## config.mk

```make
export PLATFORM = sky130hd
export DESIGN_NAME = running_stats_welford_core
export DESIGN_NICKNAME = d
export VERILOG_FILES = /design/src/sv/rsw_pkg.sv /design/src/sv/rsw_div.sv /design/src/sv/rsw_mul.sv /design/src/sv/rsw_sqrt.sv /design/src/sv/running_stats_welford_core.sv
export VERILOG_INCLUDE_DIRS = /design/src /design/src/sv
export SDC_FILE = /design/constraint.sdc
export NUM_CORES = 2
export LEC_CHECK = 0
export ABC_AREA = 1
export BUFFER_PORTS_ARGS = -buffer_cell sky130_fd_sc_hd__buf_2
export CORE_ASPECT_RATIO = 1.25
export CORE_MARGIN = 2
export CORE_UTILIZATION = 25
export CTS_BUF_LIST = sky130_fd_sc_hd__clkbuf_4 sky130_fd_sc_hd__clkbuf_8 sky130_fd_sc_hd__clkbuf_16
export CTS_CLUSTER_DIAMETER = 40
export DETAILED_ROUTE_END_ITERATION = 7
export PLACE_DENSITY_LB_ADDON = 0.15
export REMOVE_ABC_BUFFERS = 1
export SLEW_MARGIN = 10
export SYNTH_ARGS = -nofsm -noshare
export SYNTH_HDL_FRONTEND = slang
export SYNTH_SLANG_ARGS = --single-unit
```

## constraint.sdc

```tcl
create_clock -name clk -period 27.7 [get_ports clk]
set_input_delay 1.385 -clock clk [delete_from_list [all_inputs] [get_ports clk]]
set_output_delay 1.385 -clock clk [all_outputs]
set_load 0.05 [all_outputs]
```

## src/sv/assert_macros.svh

```systemverilog
// Assertion helpers. Both expect clk and rst_n in the calling scope.
`ifndef ASSERT_MACROS_SVH
`define ASSERT_MACROS_SVH
`ifndef SYNTHESIS
`define RSW_ASSERT_IMP(lbl, ante, cons, msg) \
  lbl: assert property (@(posedge clk) disable iff (!rst_n) (ante) |-> (cons)) \
    else $error(msg);
`define RSW_ASSERT_NXT(lbl, ante, cons, msg) \
  lbl: assert property (@(posedge clk) disable iff (!rst_n) (ante) |=> (cons)) \
    else $error(msg);
`else
`define RSW_ASSERT_IMP(lbl, ante, cons, msg)
`define RSW_ASSERT_NXT(lbl, ante, cons, msg)
`endif
`endif

```

## src/sv/rsw_pkg.sv

```systemverilog
package rsw_pkg;

  localparam int SAMPLE_WIDTH_DEF = 32;
  localparam int FRAC_BITS_DEF    = 16;

  localparam int DIV_W     = 64;
  localparam int DIVISOR_W = 32;
  localparam int DCNT_W    = 7;
  localparam int MUL_W     = 32;

  localparam logic [DCNT_W-1:0] DIV_SHORT = 7'd33;
  localparam logic [DCNT_W-1:0] DIV_LONG  = 7'd64;

  typedef enum logic [3:0] {
    ST_IDLE,
    ST_DIV_ABS,
    ST_DIV_MEAN,
    ST_MUL,
    ST_DIV_VP,
    ST_DIV_VS,
    ST_SQ_P,
    ST_SQ_S,
    ST_DONE
  } state_t;

endpackage

```

## src/sv/rsw_div.sv

```systemverilog
// Restoring divider, one quotient bit per cycle, MSB first.
// Dividend arrives left aligned; nbits sets the iteration count.
module rsw_div import rsw_pkg::*; (
  input  logic                 clk,
  input  logic                 rst_n,
  input  logic                 start,
  input  logic [DIV_W-1:0]     dividend,
  input  logic [DIVISOR_W-1:0] divisor,
  input  logic [DCNT_W-1:0]    nbits,
  output logic                 done,
  output logic [DIV_W-1:0]     quot
);

  logic [DIV_W-1:0]     num_r;
  logic [DIV_W-1:0]     quot_r;
  logic [DIVISOR_W-1:0] rem_r;
  logic [DIVISOR_W-1:0] dv_r;
  logic [DCNT_W-1:0]    cnt_r;
  logic                 busy_r;
  logic                 done_r;

  logic [DIVISOR_W:0]   trial;
  logic                 ge;
  logic [DIVISOR_W-1:0] rem_step;

  always_comb begin
    trial    = {rem_r, num_r[DIV_W-1]};
    ge       = trial >= {1'b0, dv_r};
    rem_step = ge ? DIVISOR_W'(trial - {1'b0, dv_r}) : trial[DIVISOR_W-1:0];
  end

  always_ff @(posedge clk) begin
    if (!rst_n) begin
      busy_r <= 1'b0;
      done_r <= 1'b0;
    end else begin
      done_r <= 1'b0;
      if (start) begin
        busy_r <= 1'b1;
        num_r  <= dividend;
        dv_r   <= divisor;
        rem_r  <= '0;
        quot_r <= '0;
        cnt_r  <= nbits;
      end else if (busy_r) begin
        num_r  <= {num_r[DIV_W-2:0], 1'b0};
        rem_r  <= rem_step;
        quot_r <= {quot_r[DIV_W-2:0], ge};
        cnt_r  <= cnt_r - DCNT_W'(1);
        if (cnt_r == DCNT_W'(1)) begin
          busy_r <= 1'b0;
          done_r <= 1'b1;
        end
      end
    end
  end

  assign done = done_r;
  assign quot = quot_r;

endmodule

```

## src/sv/rsw_mul.sv

```systemverilog
// Shift-add multiplier, one multiplier bit per cycle.
module rsw_mul import rsw_pkg::*; (
  input  logic               clk,
  input  logic               rst_n,
  input  logic               start,
  input  logic [MUL_W-1:0]   a,
  input  logic [MUL_W-1:0]   b,
  output logic               done,
  output logic [2*MUL_W-1:0] prod
);

  localparam int CW = $clog2(MUL_W + 1);

  logic [2*MUL_W-1:0] a_r;
  logic [2*MUL_W-1:0] acc_r;
  logic [MUL_W-1:0]   b_r;
  logic [CW-1:0]      cnt_r;
  logic               busy_r;
  logic               done_r;

  always_ff @(posedge clk) begin
    if (!rst_n) begin
      busy_r <= 1'b0;
      done_r <= 1'b0;
    end else begin
      done_r <= 1'b0;
      if (start) begin
        busy_r <= 1'b1;
        a_r    <= (2*MUL_W)'(a);
        b_r    <= b;
        acc_r  <= '0;
        cnt_r  <= CW'(MUL_W);
      end else if (busy_r) begin
        if (b_r[0]) begin
          acc_r <= acc_r + a_r;
        end
        a_r   <= {a_r[2*MUL_W-2:0], 1'b0};
        b_r   <= {1'b0, b_r[MUL_W-1:1]};
        cnt_r <= cnt_r - CW'(1);
        if (cnt_r == CW'(1)) begin
          busy_r <= 1'b0;
          done_r <= 1'b1;
        end
      end
    end
  end

  assign done = done_r;
  assign prod = acc_r;

endmodule

```

## src/sv/rsw_sqrt.sv

```systemverilog
// Digit-by-digit integer square root, one root bit per cycle.
module rsw_sqrt import rsw_pkg::*; #(
  parameter int RADW = 80
) (
  input  logic              clk,
  input  logic              rst_n,
  input  logic              start,
  input  logic [RADW-1:0]   radicand,
  output logic              done,
  output logic [RADW/2-1:0] root
);

  localparam int RHW = RADW / 2;
  localparam int CW  = $clog2(RHW + 1);

  logic [RADW-1:0] rad_r;
  logic [RHW+1:0]  rem_r;
  logic [RHW-1:0]  root_r;
  logic [CW-1:0]   cnt_r;
  logic            busy_r;
  logic            done_r;

  logic [RHW+3:0]  remx;
  logic [RHW+3:0]  trial;
  logic            ge;

  always_comb begin
    remx  = {rem_r, rad_r[RADW-1 -: 2]};
    trial = (RHW+4)'({root_r, 2'b01});
    ge    = remx >= trial;
  end

  always_ff @(posedge clk) begin
    if (!rst_n) begin
      busy_r <= 1'b0;
      done_r <= 1'b0;
    end else begin
      done_r <= 1'b0;
      if (start) begin
        busy_r <= 1'b1;
        rad_r  <= radicand;
        rem_r  <= '0;
        root_r <= '0;
        cnt_r  <= CW'(RHW);
      end else if (busy_r) begin
        rad_r  <= {rad_r[RADW-3:0], 2'b00};
        rem_r  <= ge ? (RHW+2)'(remx - trial) : (RHW+2)'(remx);
        root_r <= {root_r[RHW-2:0], ge};
        cnt_r  <= cnt_r - CW'(1);
        if (cnt_r == CW'(1)) begin
          busy_r <= 1'b0;
          done_r <= 1'b1;
        end
      end
    end
  end

  assign done = done_r;
  assign root = root_r;

endmodule

```

## src/sv/running_stats_welford_core.sv

```systemverilog
// Running statistics over a stream of signed fixed-point samples.
// Input channel: in_valid/in_ready carry one sample per request.
// Result channel: out_valid/out_ready carry one result per sample: count,
// saturating sum, Welford mean, mean of |x|, min, max, both variances and
// both standard deviations, plus a sticky saturation flag.
// One sample is worked at a time. Its steps run on the shared bit-serial
// units: two 33-bit divides (mean of |x| and mean), a 32-bit multiply, two
// 64-bit divides (the variances) and two roots of RHW bits each, RHW = 32 +
// ceil(FRAC_BITS/2), then the output load; the sample variance divide is
// skipped while count is 1.
// A new sample waits for the last one: in_ready is high only while idle.
// The finished result sits in an output register, so the next sample is
// accepted while the receiver stalls; that sample then waits in the final
// state until the output register frees up.
// Reset (rst_n low, synchronous) clears all statistics and drops out_valid.
module running_stats_welford_core import rsw_pkg::*; #(
  parameter int SAMPLE_WIDTH = SAMPLE_WIDTH_DEF,
  parameter int FRAC_BITS    = FRAC_BITS_DEF
) (
  input  logic                           clk,
  input  logic                           rst_n,
  input  logic                           in_valid,
  output logic                           in_ready,
  input  logic signed [SAMPLE_WIDTH-1:0] in_sample,
  output logic                           out_valid,
  input  logic                           out_ready,
  output logic [31:0]                    out_count,
  output logic signed [63:0]             out_total,
  output logic signed [31:0]             out_mean,
  output logic [31:0]                    out_abs_mean,
  output logic signed [31:0]             out_minimum,
  output logic signed [31:0]             out_maximum,
  output logic [63:0]                    out_var_population,
  output logic [63:0]                    out_var_sample,
  output logic [39:0]                    out_sd_population,
  output logic [39:0]                    out_sd_sample,
  output logic                           out_saturated
);

  `include "assert_macros.svh"

  // radicand is var << FRAC_BITS, padded to an even width
  localparam int RADW = 64 + FRAC_BITS + (FRAC_BITS % 2);
  localparam int RHW  = RADW / 2;

  state_t state_r, state_nxt;

  // running state
  logic [31:0]        cnt_r;
  logic signed [63:0] sum_r;
  logic signed [31:0] mean_r;
  logic [31:0]        mabs_r;
  logic [63:0]        m2_r;
  logic signed [31:0] min_r;
  logic signed [31:0] max_r;
  logic               have_ext_r;
  logic               sat_r;

  // per-sample work registers
  logic signed [31:0] x_r;
  logic [31:0]        dmag_r;
  logic               div_neg_r;
  logic [63:0]        vp_r;
  logic [63:0]        vs_r;
  logic [39:0]        sdp_r;
  logic [39:0]        sds_r;

  // result register
  logic               out_valid_r;
  logic [31:0]        out_count_r;
  logic signed [63:0] out_total_r;
  logic signed [31:0] out_mean_r;
  logic [31:0]        out_mabs_r;
  logic signed [31:0] out_min_r;
  logic signed [31:0] out_max_r;
  logic [63:0]        out_vp_r;
  logic [63:0]        out_vs_r;
  logic [39:0]        out_sdp_r;
  logic [39:0]        out_sds_r;
  logic               out_sat_r;

  // shared unit hookup
  logic               div_start, div_done;
  logic [63:0]        div_dividend, div_q;
  logic [31:0]        div_divisor;
  logic [DCNT_W-1:0]  div_bits;
  logic               mul_start, mul_done;
  logic [31:0]        mul_a, mul_b;
  logic [63:0]        mul_p;
  logic               sq_start, sq_done;
  logic [63:0]        sq_src;
  logic [RHW-1:0]     sq_root;

  logic               in_acc;
  logic               out_load;
  logic               div_neg_nxt;

  // step groups, for the checks at the end
  logic               div_step;
  logic               sq_step;

  // accept-cycle datapath
  logic signed [31:0] x_in;
  logic signed [32:0] xe;
  logic [32:0]        ax_in;
  logic               cnt_full;
  logic [31:0]        cnt_inc;
  logic signed [63:0] sum_add;
  logic               sum_ovf;
  logic [33:0]        adiff;
  logic [32:0]        adiff_mag;

  // later steps
  logic signed [33:0] qs;
  logic signed [33:0] delta;
  logic [32:0]        delta_mag;
  logic signed [31:0] mean_new;
  logic signed [33:0] delta2;
  logic [32:0]        delta2_mag;
  logic [63:0]        prod_sh;
  logic [64:0]        m2_add;
  logic [63:0]        m2_new;

  always_comb begin
    x_in      = 32'(in_sample);
    xe        = 33'(x_in);
    ax_in     = xe[32] ? 33'(-xe) : 33'(xe);
    cnt_full  = cnt_r == 32'hFFFF_FFFF;
    cnt_inc   = cnt_full ? cnt_r : cnt_r + 32'd1;
    sum_add   = sum_r + 64'(x_in);
    sum_ovf   = (sum_r[63] == x_in[31]) && (sum_add[63] != sum_r[63]);
    adiff     = 34'(ax_in) - 34'(mabs_r);
    adiff_mag = adiff[33] ? 33'(-adiff) : adiff[32:0];

    qs         = div_neg_r ? -$signed({1'b0, div_q[32:0]})
                           : $signed({1'b0, div_q[32:0]});
    delta      = 34'(x_r) - 34'(mean_r);
    delta_mag  = delta[33] ? 33'(-delta) : delta[32:0];
    mean_new   = 32'(34'(mean_r) + qs);
    delta2     = 34'(x_r) - 34'(mean_new);
    delta2_mag = delta2[33] ? 33'(-delta2) : delta2[32:0];

    prod_sh = mul_p >> FRAC_BITS;
    m2_add  = {1'b0, m2_r} + {1'b0, prod_sh};
    m2_new  = m2_add[64] ? 64'hFFFF_FFFF_FFFF_FFFF : m2_add[63:0];
  end

  assign in_ready = state_r == ST_IDLE;
  assign in_acc   = in_valid && in_ready;

  assign div_step = state_r == ST_DIV_ABS || state_r == ST_DIV_MEAN ||
                    state_r == ST_DIV_VP || state_r == ST_DIV_VS;
  assign sq_step  = state_r == ST_SQ_P || state_r == ST_SQ_S;

  // sequencer: next state and unit starts
  always_comb begin
    state_nxt    = state_r;
    div_start    = 1'b0;
    div_dividend = {adiff_mag, 31'b0};
    div_divisor  = cnt_r;
    div_bits     = DIV_SHORT;
    div_neg_nxt  = div_neg_r;
    mul_start    = 1'b0;
    mul_a        = dmag_r;
    mul_b        = delta2_mag[31:0];
    sq_start     = 1'b0;
    sq_src       = vp_r;
    out_load     = 1'b0;
    case (state_r)
      ST_IDLE: begin
        if (in_valid) begin
          div_start   = 1'b1;
          div_divisor = cnt_inc;
          div_neg_nxt = adiff[33];
          state_nxt   = ST_DIV_ABS;
        end
      end
      ST_DIV_ABS: begin
        if (div_done) begin
          div_start    = 1'b1;
          div_dividend = {delta_mag, 31'b0};
          div_neg_nxt  = delta[33];
          state_nxt    = ST_DIV_MEAN;
        end
      end
      ST_DIV_MEAN: begin
        if (div_done) begin
          mul_start = 1'b1;
          state_nxt = ST_MUL;
        end
      end
      ST_MUL: begin
        if (mul_done) begin
          div_start    = 1'b1;
          div_dividend = m2_new;
          div_bits     = DIV_LONG;
          state_nxt    = ST_DIV_VP;
        end
      end
      ST_DIV_VP: begin
        if (div_done) begin
          if (cnt_r > 32'd1) begin
            div_start    = 1'b1;
            div_dividend = m2_r;
            div_divisor  = cnt_r - 32'd1;
            div_bits     = DIV_LONG;
            state_nxt    = ST_DIV_VS;
          end else begin
            sq_start  = 1'b1;
            sq_src    = div_q;
            state_nxt = ST_SQ_P;
          end
        end
      end
      ST_DIV_VS: begin
        if (div_done) begin
          sq_start  = 1'b1;
          state_nxt = ST_SQ_P;
        end
      end
      ST_SQ_P: begin
        if (sq_done) begin
          sq_start  = 1'b1;
          sq_src    = vs_r;
          state_nxt = ST_SQ_S;
        end
      end
      ST_SQ_S: begin
        if (sq_done) begin
          state_nxt = ST_DONE;
        end
      end
      ST_DONE: begin
        if (!out_valid_r || out_ready) begin
          out_load  = 1'b1;
          state_nxt = ST_IDLE;
        end
      end
      default: begin
        state_nxt = ST_IDLE;
      end
    endcase
  end

  always_ff @(posedge clk) begin
    if (!rst_n) begin
      state_r <= ST_IDLE;
    end else begin
      state_r <= state_nxt;
    end
  end

  // statistics state
  always_ff @(posedge clk) begin
    if (!rst_n) begin
      cnt_r      <= '0;
      sum_r      <= '0;
      mean_r     <= '0;
      mabs_r     <= '0;
      m2_r       <= '0;
      min_r      <= '0;
      max_r      <= '0;
      have_ext_r <= 1'b0;
      sat_r      <= 1'b0;
    end else begin
      if (in_acc) begin
        cnt_r      <= cnt_inc;
        sum_r      <= sum_ovf ? (x_in[31] ? 64'sh8000_0000_0000_0000
                                          : 64'sh7FFF_FFFF_FFFF_FFFF) : sum_add;
        if (cnt_full || sum_ovf) begin
          sat_r <= 1'b1;
        end
        have_ext_r <= 1'b1;
        if (!have_ext_r || x_in < min_r) begin
          min_r <= x_in;
        end
        if (!have_ext_r || x_in > max_r) begin
          max_r <= x_in;
        end
      end
      if (state_r == ST_DIV_ABS && div_done) begin
        mabs_r <= 32'(34'(mabs_r) + qs);
      end
      if (state_r == ST_DIV_MEAN && div_done) begin
        mean_r <= mean_new;
      end
      if (state_r == ST_MUL && mul_done) begin
        m2_r <= m2_new;
        if (m2_add[64]) begin
          sat_r <= 1'b1;
        end
      end
    end
  end

  // per-sample work registers
  always_ff @(posedge clk) begin
    div_neg_r <= div_neg_nxt;
    if (in_acc) begin
      x_r <= x_in;
    end
    if (state_r == ST_DIV_ABS && div_done) begin
      dmag_r <= delta_mag[31:0];
    end
    if (state_r == ST_DIV_VP && div_done) begin
      vp_r <= div_q;
      vs_r <= '0;
    end
    if (state_r == ST_DIV_VS && div_done) begin
      vs_r <= div_q;
    end
    if (state_r == ST_SQ_P && sq_done) begin
      sdp_r <= 40'(sq_root);
    end
    if (state_r == ST_SQ_S && sq_done) begin
      sds_r <= 40'(sq_root);
    end
  end

  // result register
  always_ff @(posedge clk) begin
    if (!rst_n) begin
      out_valid_r <= 1'b0;
    end else if (out_load) begin
      out_valid_r <= 1'b1;
    end else if (out_ready) begin
      out_valid_r <= 1'b0;
    end
  end

  always_ff @(posedge clk) begin
    if (out_load) begin
      out_count_r <= cnt_r;
      out_total_r <= sum_r;
      out_mean_r  <= mean_r;
      out_mabs_r  <= mabs_r;
      out_min_r   <= min_r;
      out_max_r   <= max_r;
      out_vp_r    <= vp_r;
      out_vs_r    <= vs_r;
      out_sdp_r   <= sdp_r;
      out_sds_r   <= sds_r;
      out_sat_r   <= sat_r;
    end
  end

  assign out_valid          = out_valid_r;
  assign out_count          = out_count_r;
  assign out_total          = out_total_r;
  assign out_mean           = out_mean_r;
  assign out_abs_mean       = out_mabs_r;
  assign out_minimum        = out_min_r;
  assign out_maximum        = out_max_r;
  assign out_var_population = out_vp_r;
  assign out_var_sample     = out_vs_r;
  assign out_sd_population  = out_sdp_r;
  assign out_sd_sample      = out_sds_r;
  assign out_saturated      = out_sat_r;

  rsw_div u_div (
    .clk      (clk),
    .rst_n    (rst_n),
    .start    (div_start),
    .dividend (div_dividend),
    .divisor  (div_divisor),
    .nbits    (div_bits),
    .done     (div_done),
    .quot     (div_q)
  );

  rsw_mul u_mul (
    .clk   (clk),
    .rst_n (rst_n),
    .start (mul_start),
    .a     (mul_a),
    .b     (mul_b),
    .done  (mul_done),
    .prod  (mul_p)
  );

  rsw_sqrt #(
    .RADW (RADW)
  ) u_sqrt (
    .clk      (clk),
    .rst_n    (rst_n),
    .start    (sq_start),
    .radicand (RADW'(sq_src) << FRAC_BITS),
    .done     (sq_done),
    .root     (sq_root)
  );

  `RSW_ASSERT_IMP(a_div_done_st, div_done, div_step, "divider finished outside a divide step")
  `RSW_ASSERT_IMP(a_mul_done_st, mul_done, state_r == ST_MUL, "multiply done outside its step")
  `RSW_ASSERT_IMP(a_sq_done_st, sq_done, sq_step, "root unit finished outside a root step")
  `RSW_ASSERT_NXT(a_acc_starts, in_acc, state_r == ST_DIV_ABS && cnt_r != 32'd0, "no work start")
  `RSW_ASSERT_IMP(a_out_count, out_valid_r, out_count_r != 32'd0, "result shown with zero count")

endmodule

```

==> impl_metrics.ini <==
[setup_path]
path_max_fanout = 27
crit_family = simple AND/OR/NAND/NOR gates
crit_path_frequent_cell = inv_1
endpoint_kind = flop
critical_path.startpoint = u_div.quot[0]
critPathMaxStageDelay_ps = 560
startpoint_type = flop
path_buf_inv = 8
worstPathArrival_ps = 8690
cp_slowest_cell = xor2_1
rr_startpoint = u_div.quot[0]
required_ps = 28310
critical_path_class = reg2reg

[clock_tree]
cts.path.max_buffers = 4
numCtsBuffers = 291
insertion_delay_ps = 910
cts_tree = done
clkSlewWorstSetupHoldPaths_ps = 60
cts.sinks = 1524
root_buffer = clkbuf_16
post_cts_resized = 0
post_cts_buffers = 0
cts_htree_levels = 5
ctsHoldBuffers = 0

[timing]
finalCritPeriodShare = 0.292
min_period_ps = 8080
slew_headroom = 0.173
maxSlewViolCount = 0
max_freq_ghz = 0.124
tightest_slew_ps = 1230
clock-skew-final_ps = 102
rsz0062_at_grt = false
setup_violations = 0
final_hold_viol_count = 0
tns_ps = 0

[finish]
final_cell_mix = nand2_1 (1,881), inv_1 (1,381), edfxtp_1 (1,223)
fin_nets = 11200
syn_to_final_growth_pct = 20.7
nFillCells = 36900
drive_above_1_share = 0.116
fin_util = 0.303
layout_commonest_cell = nand2_1

[detailed_routing]
wire_per_inst_um = 22.3
via_per_inst = 4.71
drt_iter0_drc = 4788
ant_nets = 0
drt-total-wl_um = 347000
vias = 73300
drt-pass1-iter-count = 5
drc = 0

[synth]
ys_ff_latch = 1524
synth.cell_area_mm2 = 0.0871
synth_edf_count = 1223
yosysWarnings = 0
synth_cells = 10100
syn-mean-instance-area_um2 = 8.61
synth.distinct_cells = 76
async_reset_ff_frac = 0
yosysSeqAreaShare = 0.491
synth_flop_cell = edfxtp_1

[power]
peakVddDrop_mv = 0.0694
p_leak_uw = 0.0437
power_density_mw_per_mm2 = 95.6

[global_routing]
antenna_found_initial = 33
grt_max_degree = 172
grt_util_all_layers = 0.191
grt_pass1_vias = 74200
grt_pass1_wl_um = 506000
grt_overflow = 0

[placement]
dpl.hpwl_um = 265000
io_buffers = 470
gp_congestion = 0.897

[die]
row_count = 242
die-area_mm2 = 0.353
initial_core_util = 0.251
pin_count = 471
core_area_mm2 = 0.347
die_w_um = 532
fp.dieH_um = 664

[worst_hold_path]
hold_path_startpoint = sds_r[32]
hold_path_class = reg2reg

[outcome]
status = complete, no violations

[run]
cap_violations = 0
-- flip-flops by register name (all words and copies together) (netlist names), 40 cells and up --
signal              count
out_var_population     64
vp_r                   64
u_mul.prod             64
out_total              64
sdp_r                  40
u_sqrt.root            40
u_sqrt.rad_r           64
u_mul.a_r              64
out_sd_population      40
out_var_sample         64
sds_r                  40
vs_r                   64
sum_r                  64
u_sqrt.rem_r           42
m2_r                   64
out_sd_sample          40
u_div.quot             64
u_div.num_r            64
-- per-layer routing --
layer  global-route usage  vias up  part of all wire
li1                     -    35700                 -
met1                0.224    35200              0.41
met2                0.347     1868              0.50
met3               0.0319      507             0.048
met4               0.0666       14             0.037
met5                    0        -           0.00025
-- final timing paths --
check / endpoint / slack [ps] / depth (start not counted)
worst max-delay path: u_mul.b_r[22] / 19620 / 39
worst min-delay path: out_sd_sample[32] / 420 / 0
worst max register to register: u_mul.b_r[22] / 19620 / 39
worst min register to register: out_sd_sample[32] / 420 / 0
-- layout make-up --
type | instances | area, um^2 | share of cell area
Clock buffer | 334 | 7750 | 0.0737
Multi-Input combinational cell | 6899 | 38100 | 0.362
Timing Repair Buffer | 551 | 3000 | 0.0286
Clock inverter | 200 | 2430 | 0.0231
Sequential cell | 1524 | 42800 | 0.407
Inverter | 1410 | 5300 | 0.0504
Tap cell | 4636 | 5800 | 0.0552
Antenna cell | 4 | 10.0 | 0.0000952
-- where the power goes --
| part | internal (uW) | switching (uW) |
|---|---|---|
| Sequential | 2780 | 180 |
| Clock | 2350 | 1350 |
| Combinational | 1000 | 2390 |
| Total | 6130 | 3920 |
-- metrics by stage --
step	hold slack (ps)	instances	setup slack, ps	power [uW]	instance area (um^2)
detailed placement	405	15000	19680	6430	94900
finish	415	15600	19620	10000	105000
CTS	416	15600	19590	10200	105000
global placement	404	15000	19700	6440	94900
floorplan	400	9833	7220	5200	86000
global route	421	15600	18800	10700	105000
-- kinds of logic after synthesis --
kind of cell | after synthesis | synth area share
fa+ha+maj | 489 | 0.0711
xor+xnor | 354 | 0.0360
compound gates | 2231 | 0.144
simple gates | 3825 | 0.184
buf+inv | 1692 | 0.0737
flops | 1524 | 0.491
-- cell usage after synthesis, types with 28 or more instances --
master	count	share of area
nand2_1	1888	0.081
inv_1	1386	0.060
edfxtp_1	1223	0.42
nor2_1	1065	0.046
a21oi_1	1043	0.060
o21ai_0	658	0.038
ha_1	479	0.069
nand3_1	423	0.024
dfxtp_1	301	0.069
xor2_1	245	0.025
clkbuf_1	235	0.010
nor3_1	138	0.0079
xnor2_1	106	0.011
nand4_1	98	0.0070
a31oi_1	95	0.0068
a221oi_1	79	0.0079
o21a_1	62	0.0053
o211ai_1	41	0.0035
or2_2	40	0.0029
nor4_1	38	0.0027
nand3b_1	36	0.0031
a21o_1	33	0.0028
a21boi_0	31	0.0027
nand2_2	30	0.0022
o21bai_1	28	0.0024
No activity file was read; power rests on OpenSTA's default activity.
